==> src/hw/rtl/assert_macros.svh <==
// Assertion macros shared by the RTL of the NAND ID geometry decoder.
// No dependencies; included by files that carry concurrent assertions.
`ifndef ASSERT_MACROS_SVH
`define ASSERT_MACROS_SVH

// Property that must hold on every clock edge out of reset.
`define NIDG_ASSERT(label, clk, rst_n, prop, msg) \
    label: assert property (@(posedge clk) disable iff (!rst_n) (prop)) \
        else $error(msg);

// Same-cycle implication.
`define NIDG_ASSERT_IMPL(label, clk, rst_n, ante, cons, msg) \
    label: assert property (@(posedge clk) disable iff (!rst_n) (ante) |-> (cons)) \
        else $error(msg);

// Next-cycle implication.
`define NIDG_ASSERT_NEXT(label, clk, rst_n, ante, cons, msg) \
    label: assert property (@(posedge clk) disable iff (!rst_n) (ante) |=> (cons)) \
        else $error(msg);

`endif

==> src/hw/rtl/nidg_pkg.sv <==
// Shared types and constants of the NAND ID geometry decoder.
// No dependencies; imported by nidg_decode, nand_id_geometry_decoder and the testbench.
package nidg_pkg;

    // Decode rule sets selected by the format register
    typedef enum logic [2:0] {
        FMT_TRAD   = 3'd0,
        FMT_H      = 3'd1,
        FMT_HB     = 3'd2,
        FMT_HB_BG  = 3'd3,
        FMT_HC_AG  = 3'd4,
        FMT_NEWSTY = 3'd5
    } t_fmt;

    localparam int CAP_W   = 17;
    localparam int BASE_W  = 14;
    localparam int CE_W    = 4;
    localparam int BLOCK_W = 25;
    localparam int PAGE_W  = 15;
    localparam int SPARE_W = 10;
    localparam int ECC_W   = 6;
    localparam int CHUNK_W = 12;
    localparam int PLANE_W = 4;

    localparam logic [CAP_W-1:0] CAP_MAX = 17'd65536;

    // One item of ID bytes
    typedef struct packed {
        logic [7:0] plane_ecc_byte;
        logic [7:0] geometry_byte;
        logic [7:0] cell_byte;
        logic [7:0] device_code;
    } t_id;

    // Decoded geometry, before capacity scaling
    typedef struct packed {
        logic [BASE_W-1:0]  base_mb;
        logic               ce_bypass;
        logic [BLOCK_W-1:0] block_bytes;
        logic [PAGE_W-1:0]  page_bytes;
        logic [SPARE_W-1:0] spare_bytes;
        logic [ECC_W-1:0]   ecc_strength;
        logic [CHUNK_W-1:0] ecc_chunk_bytes;
        logic [PLANE_W-1:0] plane_count;
    } t_geom;

endpackage

==> src/hw/rtl/nidg_decode.sv <==
// Combinational ID byte decode: device table lookup and geometry rule sets.
// Depends on nidg_pkg.
module nidg_decode (
    input  nidg_pkg::t_fmt  i_fmt,
    input  nidg_pkg::t_id   i_id,
    output nidg_pkg::t_geom o_geom
);
    import nidg_pkg::*;

    // Device code to capacity in MB, 0 on a miss
    function automatic logic [BASE_W-1:0] dev_mb(input logic [7:0] code);
        logic [BASE_W-1:0] mb;
        unique case (code)
            8'hf0:   mb = 14'd64;
            8'hd1:   mb = 14'd128;
            8'hf1:   mb = 14'd128;
            8'hda:   mb = 14'd256;
            8'hdc:   mb = 14'd512;
            8'hd3:   mb = 14'd1024;
            8'hd5:   mb = 14'd2048;
            8'hd7:   mb = 14'd4096;
            8'hd9:   mb = 14'd8192;
            default: mb = '0;
        endcase
        return mb;
    endfunction

    function automatic logic [11:0] blk_kb_h(input logic [1:0] idx);
        logic [11:0] kb;
        case (idx)
            2'd0:    kb = 12'd128;
            2'd1:    kb = 12'd256;
            2'd2:    kb = 12'd512;
            default: kb = 12'd768;
        endcase
        return kb;
    endfunction

    function automatic logic [11:0] blk_kb_hb(input logic [2:0] idx);
        logic [11:0] kb;
        case (idx)
            3'd1:    kb = 12'd256;
            3'd2:    kb = 12'd512;
            3'd3:    kb = 12'd768;
            3'd4:    kb = 12'd1024;
            3'd5:    kb = 12'd2048;
            default: kb = 12'd128;
        endcase
        return kb;
    endfunction

    function automatic logic [SPARE_W-1:0] spare_h(input logic [2:0] idx);
        return (idx == 3'd1) ? 10'd224 : 10'd128;
    endfunction

    function automatic logic [SPARE_W-1:0] spare_hb(input logic [2:0] idx);
        logic [SPARE_W-1:0] s;
        case (idx)
            3'd1:    s = 10'd224;
            3'd2:    s = 10'd448;
            default: s = 10'd128;
        endcase
        return s;
    endfunction

    function automatic logic [SPARE_W-1:0] spare_bg(input logic [2:0] idx);
        logic [SPARE_W-1:0] s;
        case (idx)
            3'd1:    s = 10'd224;
            3'd2:    s = 10'd448;
            3'd3:    s = 10'd64;
            3'd4:    s = 10'd32;
            3'd5:    s = 10'd16;
            3'd6:    s = 10'd640;
            default: s = 10'd128;
        endcase
        return s;
    endfunction

    // 0 marks codes that fall back to 16 bytes per 512
    function automatic logic [SPARE_W-1:0] spare_new(input logic [2:0] idx);
        logic [SPARE_W-1:0] s;
        case (idx)
            3'd1:    s = 10'd128;
            3'd2:    s = 10'd218;
            3'd3:    s = 10'd400;
            3'd4:    s = 10'd436;
            3'd5:    s = 10'd512;
            3'd6:    s = 10'd640;
            default: s = '0;
        endcase
        return s;
    endfunction

    function automatic logic [ECC_W-1:0] ecc_h(input logic [2:0] idx);
        logic [ECC_W-1:0] e;
        case (idx)
            3'd1:    e = 6'd2;
            3'd2:    e = 6'd4;
            3'd3:    e = 6'd8;
            3'd4:    e = 6'd12;
            3'd5:    e = 6'd16;
            default: e = 6'd1;
        endcase
        return e;
    endfunction

    function automatic logic [ECC_W-1:0] ecc_hb(input logic [2:0] idx);
        logic [ECC_W-1:0] e;
        case (idx) inside
            3'd0:         e = 6'd1;
            3'd1:         e = 6'd2;
            3'd2:         e = 6'd4;
            3'd3:         e = 6'd8;
            3'd4:         e = 6'd16;
            default:      e = 6'd24;
        endcase
        return e;
    endfunction

    function automatic logic [ECC_W-1:0] ecc_bg(input logic [2:0] idx);
        logic [ECC_W-1:0] e;
        case (idx) inside
            3'd0, 3'd1: e = 6'd1;
            3'd2:       e = 6'd2;
            3'd3:       e = 6'd4;
            3'd4:       e = 6'd8;
            3'd5:       e = 6'd40;
            3'd6:       e = 6'd32;
            default:    e = 6'd24;
        endcase
        return e;
    endfunction

    function automatic logic [ECC_W-1:0] ecc_ag(input logic [2:0] idx);
        logic [ECC_W-1:0] e;
        case (idx) inside
            3'd0, 3'd1: e = 6'd1;
            3'd2:       e = 6'd2;
            3'd3:       e = 6'd4;
            3'd4:       e = 6'd8;
            3'd5:       e = 6'd24;
            3'd6:       e = 6'd32;
            default:    e = 6'd40;
        endcase
        return e;
    endfunction

    function automatic logic [CHUNK_W-1:0] chunk_hb(input logic [2:0] idx);
        logic [CHUNK_W-1:0] c;
        case (idx) inside
            3'd5:       c = 12'd2048;
            3'd6, 3'd7: c = 12'd1024;
            default:    c = 12'd512;
        endcase
        return c;
    endfunction

    logic [7:0]         w_g;
    logic [7:0]         w_p;
    logic [2:0]         w_ecode;
    logic [2:0]         w_redt;
    logic [2:0]         w_blk3;
    logic [1:0]         w_blk_h;
    logic [2:0]         w_trad_sh;
    logic [PAGE_W-1:0]  w_page_ext;
    logic [SPARE_W-1:0] w_spare_new;

    assign w_g         = i_id.geometry_byte;
    assign w_p         = i_id.plane_ecc_byte;
    assign w_ecode     = w_p[6:4];
    assign w_redt      = {w_g[6], w_g[3:2]};
    assign w_blk3      = {w_g[7], w_g[5:4]};
    assign w_blk_h     = w_g[5:4] | {1'b0, w_g[7]};
    assign w_trad_sh   = 3'(w_g[2]) + 3'(w_g[1:0]);
    assign w_page_ext  = 15'd2048 << w_g[1:0];
    assign w_spare_new = spare_new(w_redt);

    // Per-format geometry
    always_comb begin
        o_geom.base_mb         = dev_mb(i_id.device_code);
        o_geom.ce_bypass       = 1'b0;
        o_geom.plane_count     = 4'd1 << w_p[3:2];
        o_geom.page_bytes      = w_page_ext;
        o_geom.ecc_chunk_bytes = 12'd512;
        o_geom.block_bytes     = BLOCK_W'({blk_kb_hb(w_blk3), 10'b0});
        o_geom.spare_bytes     = spare_bg(w_redt);
        o_geom.ecc_strength    = 6'd1;
        unique case (i_fmt)
            FMT_H: begin
                o_geom.block_bytes  = BLOCK_W'({blk_kb_h(w_blk_h), 10'b0});
                o_geom.spare_bytes  = spare_h(w_redt);
                o_geom.ecc_strength = ecc_h(w_ecode);
            end
            FMT_HB: begin
                o_geom.spare_bytes     = spare_hb(w_redt);
                o_geom.ecc_strength    = ecc_hb(w_ecode);
                o_geom.ecc_chunk_bytes = chunk_hb(w_ecode);
            end
            FMT_HB_BG: begin
                o_geom.ecc_strength    = ecc_bg(w_ecode);
                o_geom.ecc_chunk_bytes = (w_ecode >= 3'd5) ? 12'd1024 : 12'd512;
            end
            FMT_HC_AG: begin
                o_geom.ecc_strength    = ecc_ag(w_ecode);
                o_geom.ecc_chunk_bytes = (w_ecode >= 3'd6) ? 12'd1024 : 12'd512;
            end
            FMT_NEWSTY: begin
                o_geom.ce_bypass   = 1'b1;
                o_geom.block_bytes = 25'd131072 << w_blk3;
                // zero spare code falls back to 16 bytes per 512 of page
                o_geom.spare_bytes = (w_spare_new == '0) ? (10'd64 << w_g[1:0])
                                                         : w_spare_new;
                case (w_ecode)
                    3'd5: begin
                        o_geom.ecc_strength    = 6'd24;
                        o_geom.ecc_chunk_bytes = 12'd1024;
                    end
                    3'd6: begin
                        o_geom.ecc_strength    = 6'd40;
                        o_geom.ecc_chunk_bytes = 12'd1024;
                    end
                    3'd7: begin
                        o_geom.ecc_strength    = 6'd60;
                        o_geom.ecc_chunk_bytes = 12'd1024;
                    end
                    default: o_geom.ecc_strength = 6'd1 << w_ecode;
                endcase
            end
            default: begin
                // traditional rules, also for the unused format codes
                o_geom.page_bytes   = 15'd1024 << w_g[1:0];
                o_geom.spare_bytes  = 10'd16 << w_trad_sh;
                o_geom.block_bytes  = 25'd65536 << w_g[5:4];
                o_geom.ecc_strength = (i_id.cell_byte[3:2] != 2'b00) ? 6'd4 : 6'd1;
            end
        endcase
    end

endmodule

==> src/hw/rtl/nand_id_geometry_decoder.sv <==
// NAND ID geometry decoder, top level: APB registers and three-stage item pipeline.
// Depends on nidg_pkg, nidg_decode and assert_macros.svh.
//
// Takes the four ID bytes after the maker byte and returns capacity, block,
// page and spare size, ECC strength and chunk size and plane count in one
// result item. One item is accepted every cycle while the output is not
// stalled; each item goes through three register stages (input capture, table
// decode, capacity scaling and output register) before its result appears.
// Registers: 0x0 id_format (3 bits, reset 0),
// 0x4 chip_enable_count (4 bits, reset 1); write them only while no item is in flight.
module nand_id_geometry_decoder (
    input  logic        i_clk,
    input  logic        i_rst_n,
    // APB configuration port
    input  logic        psel,
    input  logic        penable,
    input  logic        pwrite,
    input  logic [2:0]  paddr,
    input  logic [31:0] pwdata,
    output logic [31:0] prdata,
    output logic        pready,
    // ID item input
    input  logic        s_axis_tvalid,
    output logic        s_axis_tready,
    // [7:0] device_code, [15:8] cell_byte, [23:16] geometry_byte,
    // [31:24] plane_ecc_byte
    input  logic [31:0] s_axis_tdata,
    // geometry result output
    output logic        m_axis_tvalid,
    input  logic        m_axis_tready,
    // [16:0] capacity_mb, [41:17] block_bytes, [56:42] page_bytes,
    // [66:57] spare_bytes, [72:67] ecc_strength, [84:73] ecc_chunk_bytes,
    // [88:85] plane_count, [95:89] zero
    output logic [95:0] m_axis_tdata
);
    import nidg_pkg::*;

    `include "assert_macros.svh"

    localparam logic REG_ID_FORMAT = 1'b0;
    localparam logic REG_CE_COUNT  = 1'b1;

    // Configuration registers
    t_fmt            r_id_format;
    logic [CE_W-1:0] r_ce_count;
    logic            w_cfg_wr;

    assign pready   = 1'b1;
    assign w_cfg_wr = psel && penable && pwrite && pready;

    always_ff @(posedge i_clk) begin
        if (!i_rst_n) begin
            r_id_format <= FMT_TRAD;
            r_ce_count  <= 4'd1;
        end else if (w_cfg_wr) begin
            if (paddr[2] == REG_ID_FORMAT) begin
                r_id_format <= t_fmt'(pwdata[2:0]);
            end else begin
                r_ce_count <= pwdata[CE_W-1:0];
            end
        end
    end

    always_comb begin
        case (paddr[2])
            REG_CE_COUNT: prdata = {28'b0, r_ce_count};
            default:      prdata = {29'b0, r_id_format};
        endcase
    end

    // Stage handshake: a stage moves when it is empty or the next one moves
    logic w_rdy1;
    logic w_rdy2;
    logic w_rdy3;
    logic r_v1;
    logic r_v2;
    logic r_v3;

    assign w_rdy3        = !r_v3 || m_axis_tready;
    assign w_rdy2        = !r_v2 || w_rdy3;
    assign w_rdy1        = !r_v1 || w_rdy2;
    assign s_axis_tready = w_rdy1;
    assign m_axis_tvalid = r_v3;

    always_ff @(posedge i_clk) begin
        if (!i_rst_n) begin
            r_v1 <= 1'b0;
            r_v2 <= 1'b0;
            r_v3 <= 1'b0;
        end else begin
            if (w_rdy1) begin
                r_v1 <= s_axis_tvalid;
            end
            if (w_rdy2) begin
                r_v2 <= r_v1;
            end
            if (w_rdy3) begin
                r_v3 <= r_v2;
            end
        end
    end

    // Stage 1: capture ID bytes
    t_id r_id;

    always_ff @(posedge i_clk) begin
        if (s_axis_tvalid && w_rdy1) begin
            r_id <= t_id'(s_axis_tdata);
        end
    end

    // Stage 2: table and rule-set decode
    t_geom w_geom;
    t_geom r_geom;

    nidg_decode u_decode (
        .i_fmt  (r_id_format),
        .i_id   (r_id),
        .o_geom (w_geom)
    );

    always_ff @(posedge i_clk) begin
        if (r_v1 && w_rdy2) begin
            r_geom <= w_geom;
        end
    end

    // Stage 3: scale capacity by chip-enable count (bypassed in FMT_NEWSTY), saturate, output register
    logic [CE_W-1:0]        w_ce_eff;
    logic [BASE_W+CE_W-1:0] w_prod;
    logic [CAP_W-1:0]       w_cap;
    logic [CAP_W-1:0]       r_cap;
    t_geom                  r_out;

    assign w_ce_eff = r_geom.ce_bypass ? 4'd1 : r_ce_count;
    assign w_prod   = (BASE_W + CE_W)'(r_geom.base_mb) * (BASE_W + CE_W)'(w_ce_eff);
    assign w_cap    = (w_prod > (BASE_W + CE_W)'(CAP_MAX)) ? CAP_MAX : w_prod[CAP_W-1:0];

    always_ff @(posedge i_clk) begin
        if (r_v2 && w_rdy3) begin
            r_cap <= w_cap;
            r_out <= r_geom;
        end
    end

    assign m_axis_tdata = {7'b0, r_out.plane_count, r_out.ecc_chunk_bytes,
                           r_out.ecc_strength, r_out.spare_bytes, r_out.page_bytes,
                           r_out.block_bytes, r_cap};

    // Checks
    `NIDG_ASSERT_NEXT(a_accept_fills_s1, i_clk, i_rst_n, s_axis_tvalid && s_axis_tready, r_v1, "accepted item did not reach stage 1")
    `NIDG_ASSERT_IMPL(a_cap_saturated, i_clk, i_rst_n, m_axis_tvalid, r_cap <= CAP_MAX, "capacity above saturation limit")
    `NIDG_ASSERT_IMPL(a_plane_onehot, i_clk, i_rst_n, m_axis_tvalid, $onehot(r_out.plane_count), "plane count not a power of two")
    `NIDG_ASSERT_IMPL(a_chunk_legal, i_clk, i_rst_n, m_axis_tvalid, r_out.ecc_chunk_bytes == 12'd512 || r_out.ecc_chunk_bytes == 12'd1024 || r_out.ecc_chunk_bytes == 12'd2048, "illegal ECC chunk size")

endmodule

==> config.mk <==
export PLATFORM = sky130hd
export DESIGN_NAME = nand_id_geometry_decoder
export DESIGN_NICKNAME = d
export VERILOG_FILES = /design/src/hw/rtl/nidg_pkg.sv /design/src/hw/rtl/nidg_decode.sv /design/src/hw/rtl/nand_id_geometry_decoder.sv
export VERILOG_INCLUDE_DIRS = /design/src /design/src/hw/rtl
export SDC_FILE = /design/constraint.sdc
export NUM_CORES = 1
export LEC_CHECK = 0
export BUFFER_PORTS_ARGS = -buffer_cell sky130_fd_sc_hd__buf_4
export CAP_MARGIN = 25
export CORE_ASPECT_RATIO = 1.4
export CORE_MARGIN = 1
export CORE_UTILIZATION = 37
export DETAILED_ROUTE_END_ITERATION = 16
export HOLD_SLACK_MARGIN = 0.08
export PLACE_DENSITY_LB_ADDON = 0.05
export SKIP_LAST_GASP = 1
export SLEW_MARGIN = 20
export SYNTH_ARGS = -nofsm -noshare
export SYNTH_HDL_FRONTEND = slang
export SYNTH_SLANG_ARGS = --single-unit
==> constraint.sdc <==
create_clock -name i_clk -period 6.1 [get_ports i_clk]
set_clock_uncertainty 0.15 [all_clocks]
set_input_delay 1.22 -clock i_clk [delete_from_list [all_inputs] [get_ports i_clk]]
set_output_delay 1.22 -clock i_clk [all_outputs]
set_load 0.01 [all_outputs]
==> results of run 1 <==
==> worst register-to-register path, cell delays in order, from the launching register on <==
cell and delay, ns:
edfxtp_1 0.42, nor2b_1 0.42, nand2_1 0.15, fa_1 0.55, inv_1 0.06, fa_1 0.54
ha_1 0.34, a211oi_1 0.37, o31ai_4 0.16, a311oi_2 0.72, nor3_1 0.17
==> sequential cells by signal (all words and copies together), names as in the netlist, 3 cells and up <==
name	flops
r_geom	44
r_ce_count	4
r_id_format	3
m_axis_tdata	35
r_id	23
r_cap	11
==> report_power, final <==
part,internal [W],switching (W),leakage (nW)
Sequential,0.000967,0.0000332,1.13
Clock,0.000651,0.000398,0.304
Combinational,0.0000782,0.000116,1.85
Total,0.00170,0.000547,3.29
==> layer usage <==
metal | GRT usage (%) | share of wire [%] | vias to the layer above
met4 | 6.04 | 1.8 | 0
met2 | 21.5 | 46 | 164
li1 | - | - | 2157
met1 | 18.3 | 47 | 2030
met5 | 0 | 0 | -
met3 | 3.31 | 5.3 | 17
==> kinds of logic (layout without fill, tap and decap cells) <==
logic type,after synthesis,count (layout)
XOR/XNOR,9,9
flip-flops,123,123
AO/OA/AOI/OAI,100,100
multiplexers,14,14
adder cells (fa/ha/maj),36,36
AND/OR/NAND/NOR,191,191
other,2,78
buffers and inverters,130,151
==> synth_stat cells, types with 4 or more instances <==
| master | count | share of area [%] |
|---|---|---|
| edfxtp_1 | 113 | 50 |
| buf_4 | 79 | 8.7 |
| nor2_1 | 42 | 2.3 |
| nand2_1 | 40 | 2.2 |
| and2_1 | 29 | 2.7 |
| inv_1 | 28 | 1.5 |
| ha_1 | 24 | 4.4 |
| nor2b_1 | 24 | 2.2 |
| o21ai_0 | 24 | 1.8 |
| a21oi_1 | 22 | 1.6 |
| nor3_1 | 17 | 1.2 |
| fa_1 | 12 | 3.5 |
| mux2i_1 | 12 | 1.8 |
| buf_2 | 10 | 0.73 |
| dfxtp_1 | 10 | 2.9 |
| clkbuf_1 | 9 | 0.49 |
| nand3_1 | 9 | 0.66 |
| nand2b_1 | 8 | 0.73 |
| a31oi_1 | 7 | 0.64 |
| o22ai_1 | 7 | 0.64 |
| xor2_1 | 7 | 0.90 |
| a211oi_1 | 6 | 0.66 |
| a21o_1 | 4 | 0.44 |
==> final cells by class <==
class / instances / area (µm²)
Inverter: 28 / 105
Clock inverter: 15 / 190
Multi-Input combinational cell: 428 / 2740
Sequential cell: 123 / 3590
Clock buffer: 17 / 425
Fill cell: 1732 / 9960
Timing Repair Buffer: 91 / 683
Tap cell: 240 / 300
==> placed cells by master (no fill, tap or decap), types with 3 or more instances in the layout <==
cell type | netlist | layout
a211oi_1 | 6 | 6
a21o_1 | 4 | 4
a21oi_1 | 22 | 22
a22oi_1 | 3 | 3
a31oi_1 | 7 | 6
and2_1 | 29 | 29
and3b_1 | 3 | 3
buf_4 | 79 | 91
bufinv_16 | 0 | 3
clkbuf_16 | 0 | 17
clkinv_4 | 0 | 6
conb_1 | 2 | 78
dfxtp_1 | 10 | 10
edfxtp_1 | 113 | 113
fa_1 | 12 | 12
ha_1 | 24 | 24
inv_1 | 28 | 28
inv_6 | 0 | 3
mux2i_1 | 12 | 12
nand2_1 | 40 | 40
nand2b_1 | 8 | 8
nand3_1 | 9 | 9
nor2_1 | 42 | 42
nor2b_1 | 24 | 23
nor3_1 | 17 | 17
nor3b_2 | 3 | 3
nor4_1 | 3 | 3
o21a_1 | 3 | 3
o21ai_0 | 24 | 24
o221ai_1 | 3 | 3
o22ai_1 | 7 | 7
xor2_1 | 7 | 7
==> stage by stage <==
step	utilization, %	worst slack, ns	hold WS, ns	power, W
2_1_floorplan	-	0.893	0.250	0.00118
3_3_place_gp	41.2	1.83	0.253	0.00121
3_5_place_dp	41.2	1.72	0.255	0.00121
4_1_cts	44.7	1.73	0.267	0.00227
5_1_grt	44.7	1.48	0.275	0.00233
6_report	44.7	1.77	0.268	0.00224
==> worst max-delay path by stage <==
stage                   from   endpoint  slack (ns)
2_1_floorplan  m_axis_tready  r_geom[0]        0.89
3_3_place_gp      r_geom[72]  r_cap[13]        1.83
3_5_place_dp      r_geom[72]  r_cap[10]        1.72
4_1_cts           r_geom[72]  r_cap[10]        1.73
5_1_grt           r_geom[72]  r_cap[10]        1.48
6_report          r_geom[72]  r_cap[10]        1.77
==> results.toml, run 1 <==
[sta]
fin_crit_ns = 4.33
slew_headroom_pct = 42.6
tightest_slew_ns = 0.860
max_freq_mhz = 231
setup_violations = 0
rsz0062_at_grt = "no"
hold_viol = 0
finalMaxSlewViolations = 0
tns_ns = 0
fin_crit_sh_pct = 71.0

[global_route]
overflow = 0
antenna_found_initial = 0
grt_first_pass_wirelength_um = 20000
grt_use_total_pct = 13.9
grt_pass1_vias = 4032
grt_start_max_net_pins = 47

[final_layout]
area_delta_synth_final_pct = 17.7
num_antenna_cells = 0
drive_gt1_share_pct = 19.9
final_cells = 942
fin_area_um2 = 8040
fin_nets = 799

[critical_path]
arrival_ns = 4.30
reg2reg_depth = 10
path_class = "reg2reg"
crit_family = "adder cells"
crit_buf_inv = 1
r2r_setup_slack_ns = 1.77
crit_cells = 10
r2r-start = "r_geom[72]"
cp_data_required_time_ns = 6.07
path_common_cell = "fa_1"
crit_path_top_delay_cell = "a311oi_2"
critPathCaptureType = "flip-flop"
cp_slowest_stage_delay_ns = 0.72
cp_max_fo = 11
start_kind = "flip-flop"
r2r-end = "r_cap[10]"
cp_cell_sequence = "nor2b_1 -> nand2_1 -> fa_1 -> inv_1 -> fa_1 -> ha_1 -> a211oi_1 -> o31ai_4 -> a311oi_2 -> nor3_1"

[yosys]
synth_seq_area_share_pct = 52.6
ys_ff_latch = 123
ys.flop_type = "edfxtp_1"
synth-xor-area-share_pct = 1.15
synth.distinct_cells = 57
synth_edf_count = 113
synth_compound_area_share_pct = 9.78
ys_warn_count = 0
synthAdderAreaFrac_pct = 7.91
synthCells = 605
async_reset_ff_share_pct = 0
yosys.area_share.simple_pct = 14.5
syn_area_um2 = 6830
synth_top_family_by_area = "simple AND/OR/NAND/NOR gates"
synthMuxAreaShare_pct = 2.09
avgSynthCellArea_um2 = 11.3

[drt]
via_count = 4368
routed_wl_um = 12800
first_iter_violations = 239
drc_errors = 0
ant_nets = 0
drtPass1Iterations = 4
via_per_inst = 4.64
avgRoutedWirePerCell_um = 13.6

[floorplanning]
die_area_um2 = 19000
initial_core_util_pct = 37.9
coreArea_um2 = 18000
num_io_pins = 205
row_count = 58
die_x_um = 117
die_h_um = 163

[hold_path]
min_path_cells = 0
worstHoldPathType = "reg2reg"
holdPathEnd = "m_axis_tdata[85]"
hold_start = "r_geom[0]"

[clock_tree]
cts_setup_buffers = 0
cts_inserted_buffers = 17
insertion_delay_ns = 0.41
clk_path_buf_depth = 2
cts.repair.resized = 0
cts_max_level = 4
clkTransAtPathRegs_ns = 0.06
cts_tree = "built"
cts.sink_count = 123
root_buffer = "clkbuf_16"
hold_buffers = 0

[placement]
dp.cells = 910
place_congestion = 0.846
dp.final_hpwl_um = 8940
placed_cell_area_um2 = 7420
numPortBuffers = 87

[power]
powerDensity_nw_per_um2 = 279
leakage_nw = 3.29
max-vdd-ir-drop_v = 0.000156

[flow_run]
maxCapViolCount = 0

[outcome]
status = "finished, final reports clean"
Power figures use the tool's default switching activity.
==> inputs of run 2 (changes only) <==
==> constraint.sdc (replaced) <==
create_clock -name i_clk -period 4.14 [get_ports i_clk]
set_clock_uncertainty 0.15 [all_clocks]
set_input_delay 0.828 -clock i_clk [delete_from_list [all_inputs] [get_ports i_clk]]
set_output_delay 0.828 -clock i_clk [all_outputs]
set_load 0.01 [all_outputs]
==> results.toml, run 2 (same netlist as run 1, synthesis figures left out) <==
[clock_tree]
clkTransAtPathRegs_ns = 0.05
cts.sink_count = 123
clk_path_buf_depth = 2
insertion_delay_ns = 0.42
hold_buffers = 0
cts_tree = "built"
cts_max_level = 4
cts_inserted_buffers = 17
root_buffer = "clkbuf_16"

[sta]
rsz0062_at_grt = "no"
setup_violations = 0
finalMaxSlewViolations = 0
slew_headroom_pct = 41.3
fin_crit_sh_pct = 93.5
tns_ns = 0
layout_setup_ws_ns = 0.269
hold_viol = 0
max_freq_mhz = 258
tightest_slew_ns = 0.880
fin_crit_ns = 3.87

[power]
power_w = 0.00326
leakage_nw = 3.29
powerDensity_nw_per_um2 = 404
max-vdd-ir-drop_v = 0.000186

[hold_path]
worstHoldPathType = "reg2reg"
hold_start = "r_geom[2]"
min_path_cells = 0
holdPathEnd = "m_axis_tdata[87]"

[floorplanning]
row_count = 58
die_x_um = 117
coreArea_um2 = 18000
die_area_um2 = 19000
initial_core_util_pct = 37.9
die_h_um = 163
num_io_pins = 205

[critical_path]
cp_max_fo = 9
critPathCaptureType = "flip-flop"
r2r_setup_slack_ns = 0.27
path_class = "reg2reg"
reg2reg_depth = 11
arrival_ns = 3.89
start_kind = "flip-flop"
cp_data_required_time_ns = 4.16
r2r-start = "r_geom[72]"
r2r-end = "r_cap[12]"

[global_route]
grt_first_pass_wirelength_um = 20300
grt_pass1_vias = 4063
grt_use_total_pct = 14.1
antenna_found_initial = 0
grt_start_max_net_pins = 45
overflow = 0

[flow_run]
maxCapViolCount = 0

[final_layout]
num_antenna_cells = 0
fin_nets = 802
ff_latch_area_um2 = 3590
fillers = 1751
largest_reg_flops = 44
multi_input_area_um2 = 2750
area_delta_synth_final_pct = 18.1
drive_gt1_share_pct = 20.7
most-common-layout-cells = "edfxtp_1, buf_4, conb_1, nor2_1, nand2_1"
fin_area_um2 = 8070
top_register = "r_geom"
final_common_cell = "edfxtp_1"

[drt]
ant_nets = 0
avgRoutedWirePerCell_um = 13.5
via_per_inst = 4.65
drc_errors = 0
first_iter_violations = 200
via_count = 4395
routed_wl_um = 12800
drtPass1Iterations = 7

[placement]
placed_cell_area_um2 = 7460
dp.final_hpwl_um = 9010
numPortBuffers = 87
place_congestion = 0.827
pre_cts_ws_ns = 0.128

[outcome]
status = "finished, final reports clean"
==> run 2: critical path, cell delays in order (launching register included) <==
cell and delay [ns]:
edfxtp_1 0.45, nor2b_2 0.30, nand2_1 0.13, fa_1 0.54, inv_1 0.05, fa_1 0.52, ha_1 0.33, a211oi_1 0.38
o31ai_4 0.16, a311oi_2 0.32, buf_4 0.23, nor3_1 0.07
==> run 2: where the power goes <==
part	internal [W]	leakage (nW)	switching, W
Sequential	0.00143	1.13	0.0000504
Combinational	0.000118	1.87	0.000171
Clock	0.000944	0.285	0.000548
==> run 2: layer usage <==
| metal | GRT usage [%] | vias to the layer above | share of wire [%] |
|---|---|---|---|
| li1 | - | 2166 | - |
| met4 | 6.44 | 0 | 1.4 |
| met3 | 4.28 | 12 | 5.8 |
| met2 | 20.8 | 160 | 46 |
| met1 | 18.9 | 2057 | 47 |
| met5 | 0 | - | 0 |
==> run 2: worst max path at each step <==
| stage | start | slack, ns | to |
|---|---|---|---|
| final | r_geom[72] | 0.27 | r_cap[12] |
| after global routing | r_geom[72] | 0.02 | r_cap[12] |
| after CTS | r_geom[72] | 0.12 | r_cap[12] |
| after detailed placement | r_geom[72] | 0.13 | r_cap[12] |
| after global placement | r_geom[72] | 0.16 | r_cap[13] |
| after floorplan | m_axis_tready | 0.49 | r_geom[0] |
==> run 2: area by class of cell <==
class,instances,share of cell area (%)
sequential,123,44.5
inverter,28,1.30
clock buffer,17,5.27
multi-input combinational,428,34.1
clock inverter,15,2.17
timing repair buffer,94,8.90
tap,240,3.72
==> run 2: metrics by stage <==
step	std cells	hold slack, ns	util (%)
3_5_place_dp	913	0.255	41.4
5_1_grt	945	0.274	44.8
3_3_place_gp	913	0.252	41.4
4_1_cts	945	0.267	44.8
2_1_floorplan	681	0.250	-
6_report	945	0.266	44.8
==> run 2: what timing repair did <==
action                                  CTS  global route
resized for setup                         0             3
hold endpoints to repair                  0             0
buffers inserted                          0             0
endpoints found under the setup margin    0            10
==> inputs of run 3 (changes only) <==
--- a/config.mk
+++ b/config.mk
@@ -14,6 +14,7 @@
 export DETAILED_ROUTE_END_ITERATION = 16
 export HOLD_SLACK_MARGIN = 0.08
 export PLACE_DENSITY_LB_ADDON = 0.05
+export RECOVER_POWER = 25
 export SKIP_LAST_GASP = 1
 export SLEW_MARGIN = 20
 export SYNTH_ARGS = -nofsm -noshare
==> results.toml, run 3 (same netlist as run 1, synthesis figures left out) <==
[outcome]
status = "finished, final reports clean"

[placement]
dp.final_hpwl_um = 9010
numPortBuffers = 87
place_congestion = 0.827
pre_cts_ws_ns = 0.128

[critical_path]
r2r-end = "r_cap[12]"
cp-startpoint = "r_geom[72]"
path_common_cell = "fa_1"
critPathCaptureType = "flip-flop"
cp_slowest_stage_delay_ns = 0.54
crit_path_top_delay_cell = "fa_1"
reg2reg_depth = 11
r2r_setup_slack_ns = 0.27
cp_max_fo = 9
cp_cell_sequence = "nor2b_2 -> nand2_1 -> fa_1 -> inv_1 -> fa_1 -> ha_1 -> a211oi_1 -> o31ai_4 -> a311oi_2 -> buf_4 -> nor3_1"
start_kind = "flip-flop"
r2r-start = "r_geom[72]"
critical_path.endpoint = "r_cap[12]"
arrival_ns = 3.89
cp_data_required_time_ns = 4.16
path_class = "reg2reg"

[floorplanning]
die_h_um = 163
row_count = 58
initial_core_util_pct = 37.9
coreArea_um2 = 18000
num_io_pins = 205
die_x_um = 117
die_area_um2 = 19000

[clock_tree]
hold_buffers = 0
cts.sink_count = 123
cts_tree = "built"
clk_path_buf_depth = 2
root_buffer = "clkbuf_16"
cts_inserted_buffers = 17
clkTransAtPathRegs_ns = 0.05
insertion_delay_ns = 0.42
cts.repair.resized = 0
cts_max_level = 4
cts_setup_buffers = 0

[sta]
layout_setup_ws_ns = 0.268
rsz0062_at_grt = "no"
tightest_slew_ns = 0.869
finalMaxSlewViolations = 0
max_freq_mhz = 258
slew_headroom_pct = 42.0
fin_crit_ns = 3.87
hold_viol = 0
setup_violations = 0
tns_ns = 0
fin_crit_sh_pct = 93.5

[final_layout]
final_common_cell = "edfxtp_1"
most-common-layout-cells = "edfxtp_1, conb_1, buf_4, nor2_1, nand2_1"
fillers = 1752
num_antenna_cells = 0
fin_nets = 802
utilization_pct = 44.8
area_delta_synth_final_pct = 18.1
drive_gt1_share_pct = 20.6
largest_reg_flops = 44
top_register = "r_geom"

[global_route]
overflow = 0
antenna_found_initial = 0
grt_start_max_net_pins = 45
grt_use_total_pct = 14.1
grt_first_pass_wirelength_um = 20300
grt_pass1_vias = 4063

[hold_path]
worstHoldPathType = "reg2reg"

[flow_run]
maxCapViolCount = 0

[power]
powerDensity_nw_per_um2 = 404
max-vdd-ir-drop_v = 0.000184
leakage_nw = 3.28

[drt]
ant_nets = 0
avgRoutedWirePerCell_um = 13.5
drtPass1Iterations = 4
drc_errors = 0
routed_wl_um = 12700
first_iter_violations = 193
via_count = 4391
via_per_inst = 4.65
run 3: how the worst min path moves through the flow:
stage	startpoint	endpoint	slack, ns	cells past startpoint
global placement	r_geom[2]	m_axis_tdata[87]	0.25	0
floorplan	r_geom[63]	m_axis_tdata[33]	0.25	0
detailed placement	r_geom[0]	m_axis_tdata[85]	0.25	0
finish	r_geom[2]	m_axis_tdata[87]	0.27	0
CTS	r_geom[2]	m_axis_tdata[87]	0.27	0
global route	r_geom[46]	m_axis_tdata[56]	0.27	0
run 3: routing by layer:
layer	global-route usage (%)	part of all wire, %
met5	0	0
met4	6.44	1.3
met3	4.28	5.8
met2	20.8	46
met1	18.9	47
run 3: cell type report:
class	count	area, µm²	share of cell area, %
clock inverters	15	175	2.17
repair buffers	94	714	8.86
multi-input cells	428	2750	34.1
flip-flops and latches	123	3590	44.6
well taps	240	300	3.72
clock buffers	17	425	5.28
inverters	28	105	1.30
run 3: worst max-delay path, delay by kind of cell (launching register included):
| kind | cells | cell delay, ns |
|---|---|---|
| buffers and inverters | 2 | 0.28 |
| AOI/OAI and AO/OA | 3 | 0.86 |
| and+or+nand+nor | 3 | 0.50 |
| adders and majority gates | 3 | 1.39 |
| DFF | 1 | 0.45 |
run 3: per-stage QoR:
step	hold WS, ns	instance area [µm²]	cells	power [W]
global placement	0.252	7460	913	0.00178
CTS	0.267	8060	945	0.00329
floorplan	0.250	7110	681	0.00174
detailed placement	0.255	7460	913	0.00179
global route	0.274	8060	945	0.00338
finish	0.266	8060	945	0.00325
run 3: where the power goes:
group | internal [W] | switching (W) | total (W)
Combinational | 0.000116 | 0.000171 | 0.000287
Clock | 0.000944 | 0.000547 | 0.00149
Sequential | 0.00143 | 0.0000501 | 0.00148
